<file path="src/url_percent_codec_assert.svh">
// Assertion macros for the codec modules.
`ifndef URL_PERCENT_CODEC_ASSERT_SVH
`define URL_PERCENT_CODEC_ASSERT_SVH

// The consequent must hold in the same cycle as the antecedent.
`define URL_PCT_ASSERT_IMP(label, clk, rst, ante, cons) \
   label: assert property (@(posedge clk) disable iff (rst) (ante) |-> (cons)) \
      else $error("url_percent_codec: same-cycle check failed");

// The consequent must hold in the cycle after the antecedent.
`define URL_PCT_ASSERT_NEXT(label, clk, rst, ante, cons) \
   label: assert property (@(posedge clk) disable iff (rst) (ante) |=> (cons)) \
      else $error("url_percent_codec: next-cycle check failed");

`endif

</file>
<file path="src/url_pct_pkg.sv">
package url_pct_pkg;

   // Default number of words held between the front and the back.
   localparam int DEFAULT_QUEUE_DEPTH = 4;

   localparam logic [7:0] PERCENT_CHAR = 8'h25;
   localparam logic [7:0] NUL_CHAR     = 8'h00;

   // One bit per byte value: set for letters, digits, '-', '.', '_' and '~'.
   localparam logic [7:0] UNRESERVED_MAP [32] = '{
      8'h00, 8'h00, 8'h00, 8'h00, 8'h00, 8'h60, 8'hff, 8'h03,
      8'hfe, 8'hff, 8'hff, 8'h87, 8'hfe, 8'hff, 8'hff, 8'h47,
      8'h00, 8'h00, 8'h00, 8'h00, 8'h00, 8'h00, 8'h00, 8'h00,
      8'h00, 8'h00, 8'h00, 8'h00, 8'h00, 8'h00, 8'h00, 8'h00
   };

   // Decoder phase: pass-through, first hex digit, second hex digit, drop.
   typedef enum logic [1:0] {
      PHASE_PASS = 2'd0,
      PHASE_HIGH = 2'd1,
      PHASE_LOW  = 2'd2,
      PHASE_DROP = 2'd3
   } phase_type;

   // Output beat of an escape sequence in encode mode.
   typedef enum logic [1:0] {
      BEAT_PERCENT = 2'd0,
      BEAT_HIGH    = 2'd1,
      BEAT_LOW     = 2'd2
   } beat_type;

   // Command word from the front to the back. An escape word expands into
   // three results, any other word is one result as it stands.
   typedef struct packed {
      logic       escape;
      logic [7:0] data;
      logic       has_byte;
      logic       end_of_message;
      logic       error;
   } cmd_type;

   function automatic logic is_unreserved(input logic [7:0] b);
      logic [7:0] row;
      row = UNRESERVED_MAP[b[7:3]];
      return row[b[2:0]];
   endfunction

   // Uppercase ASCII hex digit of a nibble.
   function automatic logic [7:0] hex_upper(input logic [3:0] nib);
      if (nib < 4'd10) begin
         return 8'h30 + {4'h0, nib};
      end
      return 8'h37 + {4'h0, nib};
   endfunction

   // Digit value in the low four bits; bit 4 set means not a hex digit.
   function automatic logic [4:0] hex_value(input logic [7:0] b);
      logic [7:0] d;
      d = 8'h00;
      if (b >= 8'h30 && b <= 8'h39) begin
         d = b - 8'h30;
      end else if (b >= 8'h61 && b <= 8'h66) begin
         d = b - 8'h57;
      end else if (b >= 8'h41 && b <= 8'h46) begin
         d = b - 8'h37;
      end else begin
         return 5'h10;
      end
      return {1'b0, d[3:0]};
   endfunction

endpackage

</file>
<file path="src/url_pct_req_if.sv">
interface url_pct_req_if;
   logic       valid;
   logic       ready;
   logic [7:0] in_byte;
   logic       last_byte;

   modport source (output valid, output in_byte, output last_byte, input ready);
   modport sink   (input valid, input in_byte, input last_byte, output ready);
endinterface

</file>
<file path="src/url_pct_rsp_if.sv">
interface url_pct_rsp_if;
   logic       valid;
   logic       ready;
   logic [7:0] out_byte;
   logic       has_byte;
   logic       end_of_message;
   logic       error;

   modport source (output valid, output out_byte, output has_byte,
                   output end_of_message, output error, input ready);
   modport sink   (input valid, input out_byte, input has_byte,
                   input end_of_message, input error, output ready);
endinterface

</file>
<file path="src/url_pct_front.sv">
module url_pct_front (
   input  logic                clock,
   input  logic                reset,
   url_pct_req_if.sink         req_ch,
   input  logic                csr_write_en,
   input  logic                csr_write_data,
   input  logic                queue_full,
   output logic                push,
   output url_pct_pkg::cmd_type push_word
);
   import url_pct_pkg::*;

   logic       decode_mode_ff, decode_mode_in;
   phase_type  phase_ff, phase_in;
   logic [3:0] high_nibble_ff, high_nibble_in;

   logic       accept;
   logic [7:0] b;
   logic       last;
   logic [4:0] hv;
   logic       bad_hex;
   logic       emit;

   assign req_ch.ready = !queue_full;
   assign accept  = req_ch.valid && req_ch.ready;
   assign b       = req_ch.in_byte;
   assign last    = req_ch.last_byte;
   assign hv      = hex_value(b);
   assign bad_hex = hv[4];

   // Next mode, phase and held nibble for a mode write or an accepted word.
   always_comb begin
      decode_mode_in = decode_mode_ff;
      phase_in       = phase_ff;
      high_nibble_in = high_nibble_ff;
      if (csr_write_en) begin
         decode_mode_in = csr_write_data;
         phase_in       = PHASE_PASS;
         high_nibble_in = 4'h0;
      end else if (accept) begin
         unique case (phase_ff)
            PHASE_PASS: begin
               if (b == NUL_CHAR) begin
                  phase_in = PHASE_DROP;
               end else if (decode_mode_ff && b == PERCENT_CHAR) begin
                  phase_in = PHASE_HIGH;
               end
            end
            PHASE_HIGH: begin
               if (bad_hex) begin
                  phase_in = PHASE_DROP;
               end else begin
                  high_nibble_in = hv[3:0];
                  phase_in       = PHASE_LOW;
               end
            end
            PHASE_LOW: begin
               phase_in = bad_hex ? PHASE_DROP : PHASE_PASS;
            end
            PHASE_DROP: begin
               phase_in = PHASE_DROP;
            end
            default: begin
               phase_in = PHASE_PASS;
            end
         endcase
         // A message always closes in pass-through.
         if (last) begin
            phase_in = PHASE_PASS;
         end
      end
   end

   // Command word that an accepted word produces, if any.
   always_comb begin
      emit = 1'b0;
      push_word = '{escape: 1'b0, data: 8'h00, has_byte: 1'b0,
                    end_of_message: last, error: 1'b0};
      unique case (phase_ff)
         PHASE_PASS: begin
            if (b == NUL_CHAR) begin
               emit = last;
            end else if (!decode_mode_ff) begin
               emit = 1'b1;
               push_word.data = b;
               if (is_unreserved(b)) begin
                  push_word.has_byte = 1'b1;
               end else begin
                  push_word.escape = 1'b1;
               end
            end else if (b == PERCENT_CHAR) begin
               // An escape cut off by the end of the message.
               emit = last;
               push_word.error = 1'b1;
            end else begin
               emit = 1'b1;
               push_word.data     = b;
               push_word.has_byte = 1'b1;
            end
         end
         PHASE_HIGH: begin
            if (bad_hex || last) begin
               emit = 1'b1;
               push_word.error = 1'b1;
            end
         end
         PHASE_LOW: begin
            emit = 1'b1;
            if (bad_hex) begin
               push_word.error = 1'b1;
            end else begin
               push_word.data     = {high_nibble_ff, hv[3:0]};
               push_word.has_byte = 1'b1;
            end
         end
         PHASE_DROP: begin
            emit = last;
         end
         default: begin
            emit = 1'b0;
         end
      endcase
   end

   assign push = accept && emit;

   always_ff @(posedge clock) begin
      if (reset) begin
         decode_mode_ff <= 1'b0;
         phase_ff       <= PHASE_PASS;
         high_nibble_ff <= 4'h0;
      end else begin
         decode_mode_ff <= decode_mode_in;
         phase_ff       <= phase_in;
         high_nibble_ff <= high_nibble_in;
      end
   end

endmodule

</file>
<file path="src/url_pct_fifo.sv">
module url_pct_fifo #(
   parameter int DEPTH = url_pct_pkg::DEFAULT_QUEUE_DEPTH
) (
   input  logic                 clock,
   input  logic                 reset,
   input  logic                 push,
   input  url_pct_pkg::cmd_type push_word,
   input  logic                 pop,
   output url_pct_pkg::cmd_type head_word,
   output logic                 not_empty,
   output logic                 full
);
   import url_pct_pkg::*;

   localparam int PTR_W = (DEPTH > 1) ? $clog2(DEPTH) : 1;
   localparam int CNT_W = $clog2(DEPTH + 1);
   localparam logic [PTR_W-1:0] LAST_PTR = PTR_W'(DEPTH - 1);
   localparam logic [CNT_W-1:0] FULL_CNT = CNT_W'(DEPTH);

   cmd_type          mem_ff [DEPTH];
   logic [PTR_W-1:0] wr_ptr_ff, wr_ptr_in;
   logic [PTR_W-1:0] rd_ptr_ff, rd_ptr_in;
   logic [CNT_W-1:0] count_ff, count_in;
   logic             do_push, do_pop;

   assign full      = (count_ff == FULL_CNT);
   assign not_empty = (count_ff != '0);
   assign do_push   = push && !full;
   assign do_pop    = pop && not_empty;
   assign head_word = mem_ff[rd_ptr_ff];

   // Pointer and fill count update.
   always_comb begin
      wr_ptr_in = wr_ptr_ff;
      rd_ptr_in = rd_ptr_ff;
      count_in  = count_ff;
      if (do_push) begin
         wr_ptr_in = (wr_ptr_ff == LAST_PTR) ? '0 : wr_ptr_ff + 1'b1;
      end
      if (do_pop) begin
         rd_ptr_in = (rd_ptr_ff == LAST_PTR) ? '0 : rd_ptr_ff + 1'b1;
      end
      if (do_push && !do_pop) begin
         count_in = count_ff + 1'b1;
      end else if (do_pop && !do_push) begin
         count_in = count_ff - 1'b1;
      end
   end

   always_ff @(posedge clock) begin
      if (reset) begin
         wr_ptr_ff <= '0;
         rd_ptr_ff <= '0;
         count_ff  <= '0;
      end else begin
         wr_ptr_ff <= wr_ptr_in;
         rd_ptr_ff <= rd_ptr_in;
         count_ff  <= count_in;
      end
   end

   // Storage for queued words.
   always_ff @(posedge clock) begin
      if (do_push) begin
         mem_ff[wr_ptr_ff] <= push_word;
      end
   end

endmodule

</file>
<file path="src/url_pct_back.sv">
module url_pct_back (
   input  logic                 clock,
   input  logic                 reset,
   input  url_pct_pkg::cmd_type head_word,
   input  logic                 head_valid,
   output logic                 pop,
   url_pct_rsp_if.source        rsp_ch
);
   import url_pct_pkg::*;

   beat_type   beat_ff, beat_in;
   logic       out_valid_ff, out_valid_in;
   logic [7:0] out_byte_ff, out_byte_in;
   logic       out_has_ff, out_has_in;
   logic       out_eom_ff, out_eom_in;
   logic       out_err_ff, out_err_in;

   logic       load;
   logic       last_beat;

   assign load      = head_valid && (!out_valid_ff || rsp_ch.ready);
   assign last_beat = !head_word.escape || (beat_ff == BEAT_LOW);
   assign pop       = load && last_beat;

   // Next beat within the word at the queue head.
   always_comb begin
      beat_in = beat_ff;
      if (load) begin
         if (last_beat) begin
            beat_in = BEAT_PERCENT;
         end else begin
            unique case (beat_ff)
               BEAT_PERCENT: beat_in = BEAT_HIGH;
               BEAT_HIGH:    beat_in = BEAT_LOW;
               default:      beat_in = BEAT_PERCENT;
            endcase
         end
      end
   end

   // Result for the current beat.
   always_comb begin
      out_byte_in = head_word.data;
      out_has_in  = head_word.has_byte;
      out_eom_in  = head_word.end_of_message;
      out_err_in  = head_word.error;
      if (head_word.escape) begin
         out_has_in = 1'b1;
         out_err_in = 1'b0;
         unique case (beat_ff)
            BEAT_PERCENT: begin
               out_byte_in = PERCENT_CHAR;
               out_eom_in  = 1'b0;
            end
            BEAT_HIGH: begin
               out_byte_in = hex_upper(head_word.data[7:4]);
               out_eom_in  = 1'b0;
            end
            BEAT_LOW: begin
               out_byte_in = hex_upper(head_word.data[3:0]);
            end
            default: begin
               out_byte_in = PERCENT_CHAR;
               out_eom_in  = 1'b0;
            end
         endcase
      end
   end

   // The output register drains as the sink takes it.
   always_comb begin
      if (load) begin
         out_valid_in = 1'b1;
      end else if (rsp_ch.ready) begin
         out_valid_in = 1'b0;
      end else begin
         out_valid_in = out_valid_ff;
      end
   end

   always_ff @(posedge clock) begin
      if (reset) begin
         beat_ff      <= BEAT_PERCENT;
         out_valid_ff <= 1'b0;
      end else begin
         beat_ff      <= beat_in;
         out_valid_ff <= out_valid_in;
      end
   end

   always_ff @(posedge clock) begin
      if (load) begin
         out_byte_ff <= out_byte_in;
         out_has_ff  <= out_has_in;
         out_eom_ff  <= out_eom_in;
         out_err_ff  <= out_err_in;
      end
   end

   assign rsp_ch.valid          = out_valid_ff;
   assign rsp_ch.out_byte       = out_byte_ff;
   assign rsp_ch.has_byte       = out_has_ff;
   assign rsp_ch.end_of_message = out_eom_ff;
   assign rsp_ch.error          = out_err_ff;

`include "url_percent_codec_assert.svh"

   // Only an escape word is ever part way through its beats.
   `URL_PCT_ASSERT_IMP(a_beat_escape, clock, reset, beat_ff != BEAT_PERCENT, head_valid && head_word.escape)
   // The head word leaves the queue only when its final result is loaded.
   `URL_PCT_ASSERT_IMP(a_pop_on_load, clock, reset, pop, load && last_beat)
   // The first beat of an escape shows a percent sign that does not close the message.
   `URL_PCT_ASSERT_NEXT(a_escape_percent, clock, reset, load && head_word.escape && beat_ff == BEAT_PERCENT, out_byte_ff == PERCENT_CHAR && !out_eom_ff && out_has_ff)

endmodule

</file>
<file path="src/url_percent_codec.sv">
// Percent-encoding codec for byte strings.
// The req_ch channel takes one source byte a word, with a flag on the last
// byte of a message; rsp_ch gives result words: a byte with has_byte set,
// or a status word, with end_of_message on the final result of a message
// and error on a decoding failure. csr_write_en and csr_write_data select
// encode (0) or decode (1) and clear any escape or drop in progress.
// A taken byte is written into the queue, and its first result is then
// loaded into the output register. Throughput is one byte per cycle while
// each byte gives one result or none and the receiver takes every result;
// an escaped byte in encode mode holds the output register for three
// results, and the queue of QUEUE_DEPTH words between the classifier and
// the output stage absorbs that until it fills and req_ch.ready drops.
// Reset returns the block to encode mode in pass-through with the queue
// and output register empty. When the receiver stalls, the output word
// holds, the queue fills, and the source is then held off.
module url_percent_codec #(
   parameter int QUEUE_DEPTH = url_pct_pkg::DEFAULT_QUEUE_DEPTH
) (
   input  logic          clock,
   input  logic          reset,
   url_pct_req_if.sink   req_ch,
   url_pct_rsp_if.source rsp_ch,
   input  logic          csr_write_en,
   input  logic          csr_write_data
);
   import url_pct_pkg::*;

   logic    push, pop, queue_full, head_valid;
   cmd_type push_word, head_word;

   url_pct_front u_front (
      .clock          (clock),
      .reset          (reset),
      .req_ch         (req_ch),
      .csr_write_en   (csr_write_en),
      .csr_write_data (csr_write_data),
      .queue_full     (queue_full),
      .push           (push),
      .push_word      (push_word)
   );

   url_pct_fifo #(
      .DEPTH (QUEUE_DEPTH)
   ) u_fifo (
      .clock     (clock),
      .reset     (reset),
      .push      (push),
      .push_word (push_word),
      .pop       (pop),
      .head_word (head_word),
      .not_empty (head_valid),
      .full      (queue_full)
   );

   url_pct_back u_back (
      .clock      (clock),
      .reset      (reset),
      .head_word  (head_word),
      .head_valid (head_valid),
      .pop        (pop),
      .rsp_ch     (rsp_ch)
   );

endmodule

</file>
<file path="src/flat_wrapper.sv">
// flat-port wrapper written by rule: the top's interface ports become plain ports
module url_percent_codec_flat import url_pct_pkg::*;
#(
   parameter int QUEUE_DEPTH = url_pct_pkg::DEFAULT_QUEUE_DEPTH
)
  (clock, reset, csr_write_en, csr_write_data, req_ch_valid, req_ch_in_byte, req_ch_last_byte, req_ch_ready, rsp_ch_valid, rsp_ch_out_byte, rsp_ch_has_byte, rsp_ch_end_of_message, rsp_ch_error, rsp_ch_ready);
  url_pct_req_if req_ch_i ();
  url_pct_rsp_if rsp_ch_i ();
  input  logic clock;
  input  logic reset;
  input  logic csr_write_en;
  input  logic csr_write_data;
  input wire logic [$bits(req_ch_i.valid)-1:0] req_ch_valid;
  input wire logic [$bits(req_ch_i.in_byte)-1:0] req_ch_in_byte;
  input wire logic [$bits(req_ch_i.last_byte)-1:0] req_ch_last_byte;
  output wire logic [$bits(req_ch_i.ready)-1:0] req_ch_ready;
  output wire logic [$bits(rsp_ch_i.valid)-1:0] rsp_ch_valid;
  output wire logic [$bits(rsp_ch_i.out_byte)-1:0] rsp_ch_out_byte;
  output wire logic [$bits(rsp_ch_i.has_byte)-1:0] rsp_ch_has_byte;
  output wire logic [$bits(rsp_ch_i.end_of_message)-1:0] rsp_ch_end_of_message;
  output wire logic [$bits(rsp_ch_i.error)-1:0] rsp_ch_error;
  input wire logic [$bits(rsp_ch_i.ready)-1:0] rsp_ch_ready;
  assign req_ch_i.valid = req_ch_valid;
  assign req_ch_i.in_byte = req_ch_in_byte;
  assign req_ch_i.last_byte = req_ch_last_byte;
  assign req_ch_ready = req_ch_i.ready;
  assign rsp_ch_valid = rsp_ch_i.valid;
  assign rsp_ch_out_byte = rsp_ch_i.out_byte;
  assign rsp_ch_has_byte = rsp_ch_i.has_byte;
  assign rsp_ch_end_of_message = rsp_ch_i.end_of_message;
  assign rsp_ch_error = rsp_ch_i.error;
  assign rsp_ch_i.ready = rsp_ch_ready;
  url_percent_codec #(.QUEUE_DEPTH(QUEUE_DEPTH)) u_core (.clock(clock), .reset(reset), .req_ch(req_ch_i), .rsp_ch(rsp_ch_i), .csr_write_en(csr_write_en), .csr_write_data(csr_write_data));
endmodule
</file>
<file path="config.mk">
export PLATFORM = sky130hd
export DESIGN_NAME = url_percent_codec_flat
export DESIGN_NICKNAME = d
export VERILOG_FILES = /design/src/url_pct_pkg.sv /design/src/url_pct_req_if.sv /design/src/url_pct_rsp_if.sv /design/src/url_pct_front.sv /design/src/url_pct_fifo.sv /design/src/url_pct_back.sv /design/src/url_percent_codec.sv /design/src/flat_wrapper.sv
export VERILOG_INCLUDE_DIRS = /design/src /design/src/src
export SDC_FILE = /design/constraint.sdc
export NUM_CORES = 1
export LEC_CHECK = 0
export BUFFER_PORTS_ARGS = -buffer_cell sky130_fd_sc_hd__buf_2
export CAP_MARGIN = 20
export CORE_UTILIZATION = 60
export CTS_BUF_LIST = sky130_fd_sc_hd__clkbuf_8 sky130_fd_sc_hd__clkbuf_16
export DETAILED_ROUTE_END_ITERATION = 12
export GPL_TIMING_DRIVEN = 1
export HOLD_SLACK_MARGIN = 0.12
export PLACE_DENSITY = 0.82
export SLEW_MARGIN = 20
export SYNTH_ARGS = -nofsm -noshare
export SYNTH_HDL_FRONTEND = slang
export SYNTH_SLANG_ARGS = --single-unit
</file>
<file path="constraint.sdc">
create_clock -name clock -period 4.9 [get_ports clock]
set_input_delay 0 -clock clock [delete_from_list [all_inputs] [get_ports clock]]
set_output_delay 0 -clock clock [all_outputs]
set_load 0.02 [all_outputs]
</file>
==> results of run 1 <==
==> power by group through the flow <==
| stage | clock, mW | sequential [mW] | combinational [mW] |
|---|---|---|---|
| 2_1_floorplan | 0 | 1.02 | 0.534 |
| 3_3_place_gp | 0 | 0.955 | 0.765 |
| 3_5_place_dp | 0 | 0.962 | 0.783 |
| 4_1_cts | 0.569 | 0.949 | 0.802 |
| 5_1_grt | 0.596 | 0.962 | 0.887 |
| 6_report | 0.564 | 0.948 | 0.797 |
==> routing by layer <==
layer  track usage, %  vias to the layer above
met2             43.7                       98
met3             3.68                       23
li1                 -                     1299
met5                0                        -
met4             13.9                        0
met1             27.5                     1317
==> placed cells by master, fill, tap and decap left out, types with 4 or more instances in the layout <==
| cell | count |
|---|---|
| sky130_fd_sc_hd__edfxtp_1 | 59 |
| sky130_fd_sc_hd__nand2_1 | 32 |
| sky130_fd_sc_hd__buf_2 | 27 |
| sky130_fd_sc_hd__nor2_1 | 19 |
| sky130_fd_sc_hd__ha_1 | 19 |
| sky130_fd_sc_hd__dfxtp_1 | 19 |
| sky130_fd_sc_hd__inv_1 | 18 |
| sky130_fd_sc_hd__a21oi_1 | 14 |
| sky130_fd_sc_hd__mux4_2 | 12 |
| sky130_fd_sc_hd__o21ai_0 | 11 |
| sky130_fd_sc_hd__clkbuf_8 | 9 |
| sky130_fd_sc_hd__dlygate4sd3_1 | 9 |
| sky130_fd_sc_hd__nor3_1 | 8 |
| sky130_fd_sc_hd__mux2i_1 | 8 |
| sky130_fd_sc_hd__and2_1 | 7 |
| sky130_fd_sc_hd__nand3_1 | 7 |
| sky130_fd_sc_hd__a31oi_1 | 6 |
| sky130_fd_sc_hd__o21ai_1 | 5 |
| sky130_fd_sc_hd__nand2b_1 | 4 |
==> metrics by stage <==
stage	instance area, µm²	power [mW]	hold slack [ns]	instances
after CTS	4480	2.32	0.152	442
after global routing	4480	2.45	0.156	442
after detailed placement	4160	1.74	0.245	417
after global placement	4160	1.72	0.237	417
final	4480	2.31	0.169	442
after floorplan	3970	1.55	0.0989	324
==> what timing repair did <==
| action | CTS | global route |
|---|---|---|
| hold buffers | 9 | 0 |
| hold endpoints to repair | 23 | 0 |
| setup endpoints to repair | 0 | 0 |
==> logic make-up after synthesis <==
family                   count (synthesis)
adder cells (fa/ha/maj)                 20
buffers and inverters                   32
XOR/XNOR                                 5
AND/OR/NAND/NOR                         96
multiplexers                            20
AO/OA/AOI/OAI                           73
flip-flops                              78
==> cell usage after synthesis, drive strengths merged, types with 3 or more instances <==
cell type / number
ha: 19
nor3: 8
edfxtp: 59
nand2: 32
nor2: 19
o31ai: 3
xor2: 3
mux2i: 8
mux4: 12
a21oi: 17
nand3: 8
buf: 7
nand2b: 4
a31oi: 6
dfxtp: 19
and2: 7
inv: 19
clkbuf: 6
o21ai: 18
==> layout make-up <==
cell class	instances	area (µm²)	area share, %
Clock buffer	9	124	2.76
Clock inverter	7	114	2.54
Inverter	19	71.3	1.59
Multi-Input combinational cell	214	1690	37.6
Sequential cell	78	2150	48.0
Tap cell	77	96.3	2.15
Timing Repair Buffer	38	240	5.36
==> worst paths after layout <==
check / from / to / slack [ns]
setup / recovery: req_ch_in_byte[0] / u_core.u_fifo.count_ff[2]$_SDFFE_PP0P_ / 1.62
hold / removal: req_ch_in_byte[3] / u_core.u_fifo.mem_ff[2][6]$_DFFE_PP_ / 0.17
setup reg to reg: flip-flop / u_core.u_fifo.count_ff[2]$_SDFFE_PP0P_ / 1.72
hold reg to reg: u_core.u_fifo.count_ff[2]$_SDFFE_PP0P_ / u_core.u_fifo.count_ff[2]$_SDFFE_PP0P_ / 0.52
==> flip-flops by register name, summed over array words and instances (netlist names), named ones only <==
signal                               flops
u_core.u_back.beat_ff                    2
u_core.u_back.rsp_ch.end_of_message      1
u_core.u_back.rsp_ch.error               1
u_core.u_back.rsp_ch.has_byte            1
u_core.u_back.rsp_ch.out_byte            8
u_core.u_back.rsp_ch.valid               1
u_core.u_fifo.count_ff                   3
u_core.u_fifo.mem_ff                    48
u_core.u_fifo.rd_ptr_ff                  2
u_core.u_fifo.wr_ptr_ff                  2
u_core.u_front.decode_mode_ff            1
u_core.u_front.high_nibble_ff            4
u_core.u_front.phase_ff                  2
==> critical path, cell delays in order <==
cell                            delay (ns)
sky130_fd_sc_hd__dlygate4sd3_1        0.52
sky130_fd_sc_hd__buf_2                0.27
sky130_fd_sc_hd__inv_1                0.08
sky130_fd_sc_hd__ha_1                 0.24
sky130_fd_sc_hd__nor3b_1              0.16
sky130_fd_sc_hd__o21ai_1              0.33
sky130_fd_sc_hd__o311ai_2             0.15
sky130_fd_sc_hd__o31ai_4              0.37
sky130_fd_sc_hd__ha_1                 0.26
sky130_fd_sc_hd__inv_1                0.07
sky130_fd_sc_hd__fa_1                 0.45
sky130_fd_sc_hd__xor2_1               0.19
sky130_fd_sc_hd__or3_1                0.31
sky130_fd_sc_hd__a21oi_1              0.14
==> summary.md, run 1 <==
| Metric | Value |
|---|---|
| Run status | finished clean |
| Cell type with the highest aggregate area in the netlist | sky130_fd_sc_hd__edfxtp_1 |
| CTS tree | done |
| Met2 WL post-DR | about 4 mm |
| Met3 wire length | between 300 and 400 µm |
| Cell count of the worst hold path | 3 |
| Area share of xor/xnor cells in the synthesized design | roughly 1.1% |
| Clock buffer depth | 2 |
| Vias per std cell | 6.19 |
| Initial antenna violation count | 0 |
| Wire length on met1 | 3.11 mm |
| Final setup fails | 0 |
| Part of the Yosys area used for sequential elements | 54.2% |
| Maximum number of pins on one net before global-route repair | 18 |
| Post-synthesis instance area | about 4000 µm² |
| Final hold viol count | 0 |
| Fraction of registers with async set/reset | 0% |
| Synthesized-area fraction occupied by ao, oa, aoi and oai cells | 13.8% |
| Worst min-delay path category | input pin to flip-flop |
| Core ar. | roughly 6400 µm² |
| Die Width | 83.4 µm |
| Max-capacitance violation count | 0 |
| Post-CTS setup repair buffer count | 0 |
| Syn. warnings | 0 |
| Number of nets with antenna violations after routing | 0 |
| Portion of synthesized cell area occupied by the leading cell type | 44.6% |
| Share of post-route cells with drive strength above 1 | between 20% and 30% |
| Mean area per synthesized cell | 12.3 µm² |
| Endpoint required time on the critical path | 5.17 ns |
| Clock input transition at the sequential cells of the worst setup and hold paths | roughly 0.080 ns |
| Pre-Repair DR Iteration Count | 4 |
| Synthesis-to-layout area growth | 12.8% |
| R2R cell count | 9 |
| Arrival time of data at the critical path endpoint | approximately 3.6 ns |
| Starting density of the core | 62.2% |
| Number of buffers added on ports | 27 |
| Clock power frac | 24.4% |
| Mux share of post-synthesis cell area | 8.82% |
| Die area | 6950 µm² |
| Die height | around 83 µm |
| Uppermost layer routed | met4 |
| Pwr/cell area | between 500 and 600 nW/µm² |
| Number of flops mapped to enable cells by yosys | 59 |
| Post-cts repair resize count | 0 |
| Number of filler cells placed in the layout | 470 |
| Kind of start point of the critical path | input pin |
| Via count of the first global-routing pass | ~2800 |
| Synth unique cells | 64 |
| Leakage dissipation | ~1.7 nW |
| Average detailed-routed wire length per instance | roughly 18 µm |
| Slew at the pin closest to its max-slew limit | 0.649 ns |
| Critical Setup Path Class | input pin to flip-flop |
| VDD IR-drop max | approximately 0.33 mV |
| Min Clock Period, post-route | between 3 and 4 ns |
| Net switching share of the total power | 33.1% |
| Rel. slew slack | between 50 and 60% |
| Cts bufs inserted | 9 |
| Overflow after GRT | 0 |
| Total Routing Usage GR | 24.4% |
| Final clock skew | 0.0113 ns |
| Final cell utilization of the core | between 70% and 80% |
| Final clock period utilization by the worst path | between 60% and 70% |
| Routed wire length | approximately 7.8 mm |
| Gate power share | between 30% and 40% |
| Count of routing violations after the opening detailed-route iteration | 190 |
| Gate Count Post-Synth | 324 |
| Peak fanout along the critical path | 16 |
| Peak clock frequency supported by timing | 305 MHz |
| Final weighted congestion of routability-driven global placement | between 0.9 and 1 |
| Post-detail-place hpwl | ~5.4 mm |
| Maximum level of the CTS H-tree | 3 |
| Cells taking the most area after synthesis | sky130_fd_sc_hd__edfxtp_1, sky130_fd_sc_hd__dfxtp_1, sky130_fd_sc_hd__mux4_2 |
| Accumulated negative setup slack | 0 ns |
| Post-route DRC violation count | 0 |
| Reg power frac | 41.1% |
| RSZ-0062 raised after global routing | false |
| Area share of and/or/nand/nor cells after synthesis | between 10% and 20% |
| N_diodes | 0 |
| Top FF cell, synth | sky130_fd_sc_hd__edfxtp_1 |
| Number of placed I/O pins | 28 |
| Clock root cell | sky130_fd_sc_hd__clkbuf_8 |
| Worst Setup Slack post-DPL | about 1.8 ns |
| Crit end category | flip-flop |
| Share of synthesized cell area in full adder, half adder and majority cells | roughly 6.5% |
| Wire length of the first global-routing pass | ~13 mm |
| NetSw | 0.764 mW |
| Total number of nets in the final design | between 300 and 400 |
| Dominant combinational cell family by area after synthesis | compound AO/OA/AOI/OAI gates |
| Pins over their slew limit | 0 |
| Row Count | 29 |
| Synth Register Bits | 78 |
| Worst setup slack after layout | 1.62 ns |
| Via total after detailed routing | 2737 |
| Mapped Nets | around 360 |
| Internal power of the cells | about 1.5 mW |
| Total clock sinks | 78 |
| Source-to-sink clock delay at the later pin of the worst-skew pair | 0.33 ns |
(Power assumes the default switching activity.)
==> run 2, diff against run 1 <==
Settings changed: ABC_AREA set to 1.
Clock period 4.9 ns to 3.4 ns, I/O delays scaled along.
==> run 2 against run 1 <==
Compared with the run above: setup slack got worse by 0.90 ns; sequential cell count unchanged; core utilization increased by 1.5 points; first-iteration DRC count is 19% higher; critical path type is now flip-flop to flip-flop; die area up 1.9%; hold slack got worse by 0.019 ns; wire length increased by 11%; clock power grew 30%; register-to-register slack worse by 1.0 ns; global-route usage up 1.5 points; count of clock-buffer cells in the layout stayed put.
==> summary.md, run 2 <==
| Metric | Value |
|---|---|
| Row Count | 29 |
| Kind of start point of the critical path | flip-flop |
| Die area | 7090 µm² |
| Register with the most flip-flops | u_core.u_fifo.mem_ff |
| Pins over their slew limit | 0 |
| Final hold viol count | 0 |
| Number of nets with antenna violations after routing | 0 |
| Critical Setup Path Class | flip-flop to flip-flop |
| Synth Register Bits | a little under 80 |
| Crit end category | flip-flop |
| Clock input transition at the sequential cells of the worst setup and hold paths | 0.08 ns |
| Leading cell type in the layout, fill and taps excluded | sky130_fd_sc_hd__nand2_1 |
| Leakage dissipation | between 2 and 2.5 nW |
| Synth top cells by count | sky130_fd_sc_hd__nand2_1, sky130_fd_sc_hd__edfxtp_1, sky130_fd_sc_hd__nor2_1 |
| Post-placement cell count | ~560 |
| Cell family contributing the most delay on the critical path | flip-flops |
| Run status | finished clean |
| Gate Count Post-Synth | 455 |
| Mapped Nets | 490 |
| Fraction of registers with async set/reset | 0% |
| Final weighted congestion of routability-driven global placement | around 0.9 |
| Clock buffer depth | 2 |
| Syn. warnings | 0 |
| Rel. slew slack | between 60 and 70% |
| Worst reg2reg setup slack | around 0.72 ns |
| Top FF cell, synth | sky130_fd_sc_hd__edfxtp_1 |
| Arrival time of data at the critical path endpoint | roughly 2.9 ns |
| Worst min-delay path category | input pin to flip-flop |
| Clock root cell | sky130_fd_sc_hd__clkbuf_8 |
| Cells taking the most area after synthesis | sky130_fd_sc_hd__edfxtp_1, sky130_fd_sc_hd__dfxtp_1, sky130_fd_sc_hd__nand2_1 |
| Count of routing violations after the opening detailed-route iteration | around 230 |
| Slew at the pin closest to its max-slew limit | roughly 0.58 ns |
| Via total after detailed routing | roughly 3300 |
| Max-capacitance violation count | 0 |
| Final setup fails | 0 |
| Total number of nets in the final design | 538 |
| Pwr/cell area | 776 nW/µm² |
| Wire length of the first global-routing pass | around 14 mm |
| Cts bufs inserted | 9 |
| Final cell utilization of the core | 71.7% |
| Overflow after GRT | 0 |
| Most common cell in the synthesized netlist | sky130_fd_sc_hd__nand2_1 |
| Maximum number of pins on one net before global-route repair | 25 |
| Starting density of the core | a little over three fifths |
| Area used by multi-input combinational logic | 1630 µm² |
| Final clock period utilization by the worst path | 78.8% |
| Share of post-route cells with drive strength above 1 | between 10 and 15% |
| Final clock skew | roughly 0.014 ns |
| Post-detail-place hpwl | between 6 and 7 mm |
| Post-cts repair resize count | 0 |
| Post-route DRC violation count | 0 |
| Mean area per synthesized cell | ~9 µm² |
| R2R cell count | 12 |
| Part of the Yosys area used for sequential elements | 53.1% |
| WHS Endpoint | u_core.u_front.high_nibble_ff[3]$_SDFFE_PP0P_ |
| Overall power after layout | between 3 and 4 mW |
| Synth unique cells | 37 |
| Average detailed-routed wire length per instance | ~15 µm |
| Number of placed I/O pins | 28 |
| Number of filler cells placed in the layout | between 400 and 500 |
| Highest-count cells in the layout ignoring fill and taps | sky130_fd_sc_hd__nand2_1, sky130_fd_sc_hd__edfxtp_1, sky130_fd_sc_hd__nor2_1, sky130_fd_sc_hd__inv_1, sky130_fd_sc_hd__nand3_1 |
| Pre-Repair DR Iteration Count | 6 |
| N_diodes | 0 |
| Cell count of the worst hold path | 5 |
| Die height | approximately 84 µm |
| Final cell area excluding filler cells | around 4600 µm² |
| Peak fanout along the critical path | 13 |
| Portion of synthesized cell area occupied by the leading cell type | between 40 and 50% |
| Slowest cell on crit path | sky130_fd_sc_hd__dfxtp_1 |
| Source-to-sink clock delay at the later pin of the worst-skew pair | between 0.3 and 0.4 ns |
| Buffers plus inverters on the worst setup path | 2 |
| Maximum level of the CTS H-tree | 3 |
| Worst setup slack after layout | approximately 0.72 ns |
| Vias per std cell | 5.61 |
| VDD IR-drop max | 0.459 mV |
| Min-delay src | req_ch_in_byte[3] |
| Number of buffers added on ports | 27 |
| Die Width | 84.2 µm |
| Final non-filler cell total | slightly below 600 |
| Via count of the first global-routing pass | between 3000 and 4000 |
| Placed instance area | 4290 µm² |
| Accumulated negative setup slack | 0 ns |
| Synthesis-to-layout area growth | 13.6% |
| Final-layout worst hold slack | 0.150 ns |
| Critical path cell sequence | inv_1 -> nand3_1 -> and2_1 -> nand2_1 -> nand2_2 -> ha_1 -> inv_1 -> fa_1 -> a21oi_1 -> o21ai_0 -> o21ai_0 -> a21oi_1 |
| Core ar. | approximately 6400 µm² |
| RSZ-0062 raised after global routing | false |
| Total Routing Usage GR | 25.8% |
| Number of flops mapped to enable cells by yosys | just under 60 |
| Post-synthesis instance area | a little over 4000 µm² |
| Flip-flop count of the largest register, all copies and words added | 48 |
| # hold bufs at CTS | 10 |
| Register area | 2150 µm² |
| Total clock sinks | slightly below 80 |
| Initial antenna violation count | 0 |
| Worst Setup Slack post-DPL | about 0.7 ns |
| Post-CTS setup repair buffer count | 0 |
| Cell type with the highest aggregate area in the netlist | sky130_fd_sc_hd__edfxtp_1 |
| Endpoint required time on the critical path | roughly 3.6 ns |
| Endpoint of the most critical register-to-register path | u_core.u_fifo.count_ff[2]$_SDFFE_PP0P_ |
| CTS tree | done |
| Delay contributed by the slowest stage of the critical path | 0.64 ns |
| Routed wire length | about 8.6 mm |
| Min Clock Period, post-route | around 2.7 ns |
| Peak clock frequency supported by timing | approximately 370 MHz |
[run 2: routing by layer]
metal | global-route usage [%] | vias to the layer above | wire (µm) | share of wire, %
met4 | 12.1 | 0 | 161 | 1.9
met1 | 32.8 | 1523 | 3710 | 43
met3 | 3.15 | 17 | 453 | 5.3
met2 | 44.5 | 118 | 4290 | 50
li1 | - | 1626 | - | -
met5 | 0 | - | 0 | 0
[run 2: layout make-up]
| type | count | area share (%) |
|---|---|---|
| flip-flops and latches | 78 | 46.8 |
| multi-input cells | 311 | 35.4 |
| repair buffers | 44 | 6.25 |
| inverters | 59 | 4.81 |
| clock buffers | 9 | 2.69 |
| well taps | 77 | 2.09 |
| clock inverters | 7 | 1.96 |
[run 2: worst max path at each step]
stage | from | endpoint | slack (ns) | cells after the start
floorplan | u_core.u_back.rsp_ch.valid$_SDFFE_PP0P_ | u_core.u_fifo.count_ff[2]$_SDFFE_PP0P_ | 1.06 | 11
global placement | req_ch_in_byte[0] | u_core.u_fifo.count_ff[2]$_SDFFE_PP0P_ | 0.81 | 17
detailed placement | req_ch_in_byte[0] | u_core.u_fifo.count_ff[2]$_SDFFE_PP0P_ | 0.69 | 17
CTS | flip-flop | u_core.u_fifo.count_ff[2]$_SDFFE_PP0P_ | 0.72 | 12
global route | flip-flop | u_core.u_fifo.count_ff[2]$_SDFFE_PP0P_ | 0.43 | 12
finish | flip-flop | u_core.u_fifo.count_ff[2]$_SDFFE_PP0P_ | 0.72 | 12
[run 2: power by group]
group,switching [mW],internal [mW]
combinational,1.01,0.476
sequential,0.0830,1.27
clock,0.328,0.408
[run 2: worst reg2reg max path, stage by stage (launching register included)]
cell                      delay, ns
sky130_fd_sc_hd__dfxtp_1       0.64
sky130_fd_sc_hd__inv_1         0.12
sky130_fd_sc_hd__nand3_1       0.10
sky130_fd_sc_hd__and2_1        0.29
sky130_fd_sc_hd__nand2_1       0.13
sky130_fd_sc_hd__nand2_2       0.11
sky130_fd_sc_hd__ha_1          0.15
sky130_fd_sc_hd__inv_1         0.07
sky130_fd_sc_hd__fa_1          0.43
sky130_fd_sc_hd__a21oi_1       0.15
sky130_fd_sc_hd__o21ai_0       0.12
sky130_fd_sc_hd__o21ai_0       0.17
sky130_fd_sc_hd__a21oi_1       0.07
[run 2: cell families (layout without fill, tap and decap cells)]
kind of cell | Yosys count | after routing | synth area share (%)
simple gates | 209 | 209 | 22.3
compound gates | 80 | 80 | 11.2
flops | 78 | 78 | 53.1
buf+inv | 66 | 119 | 6.64
fa+ha+maj | 20 | 20 | 6.36
xor+xnor | 2 | 2 | 0.432
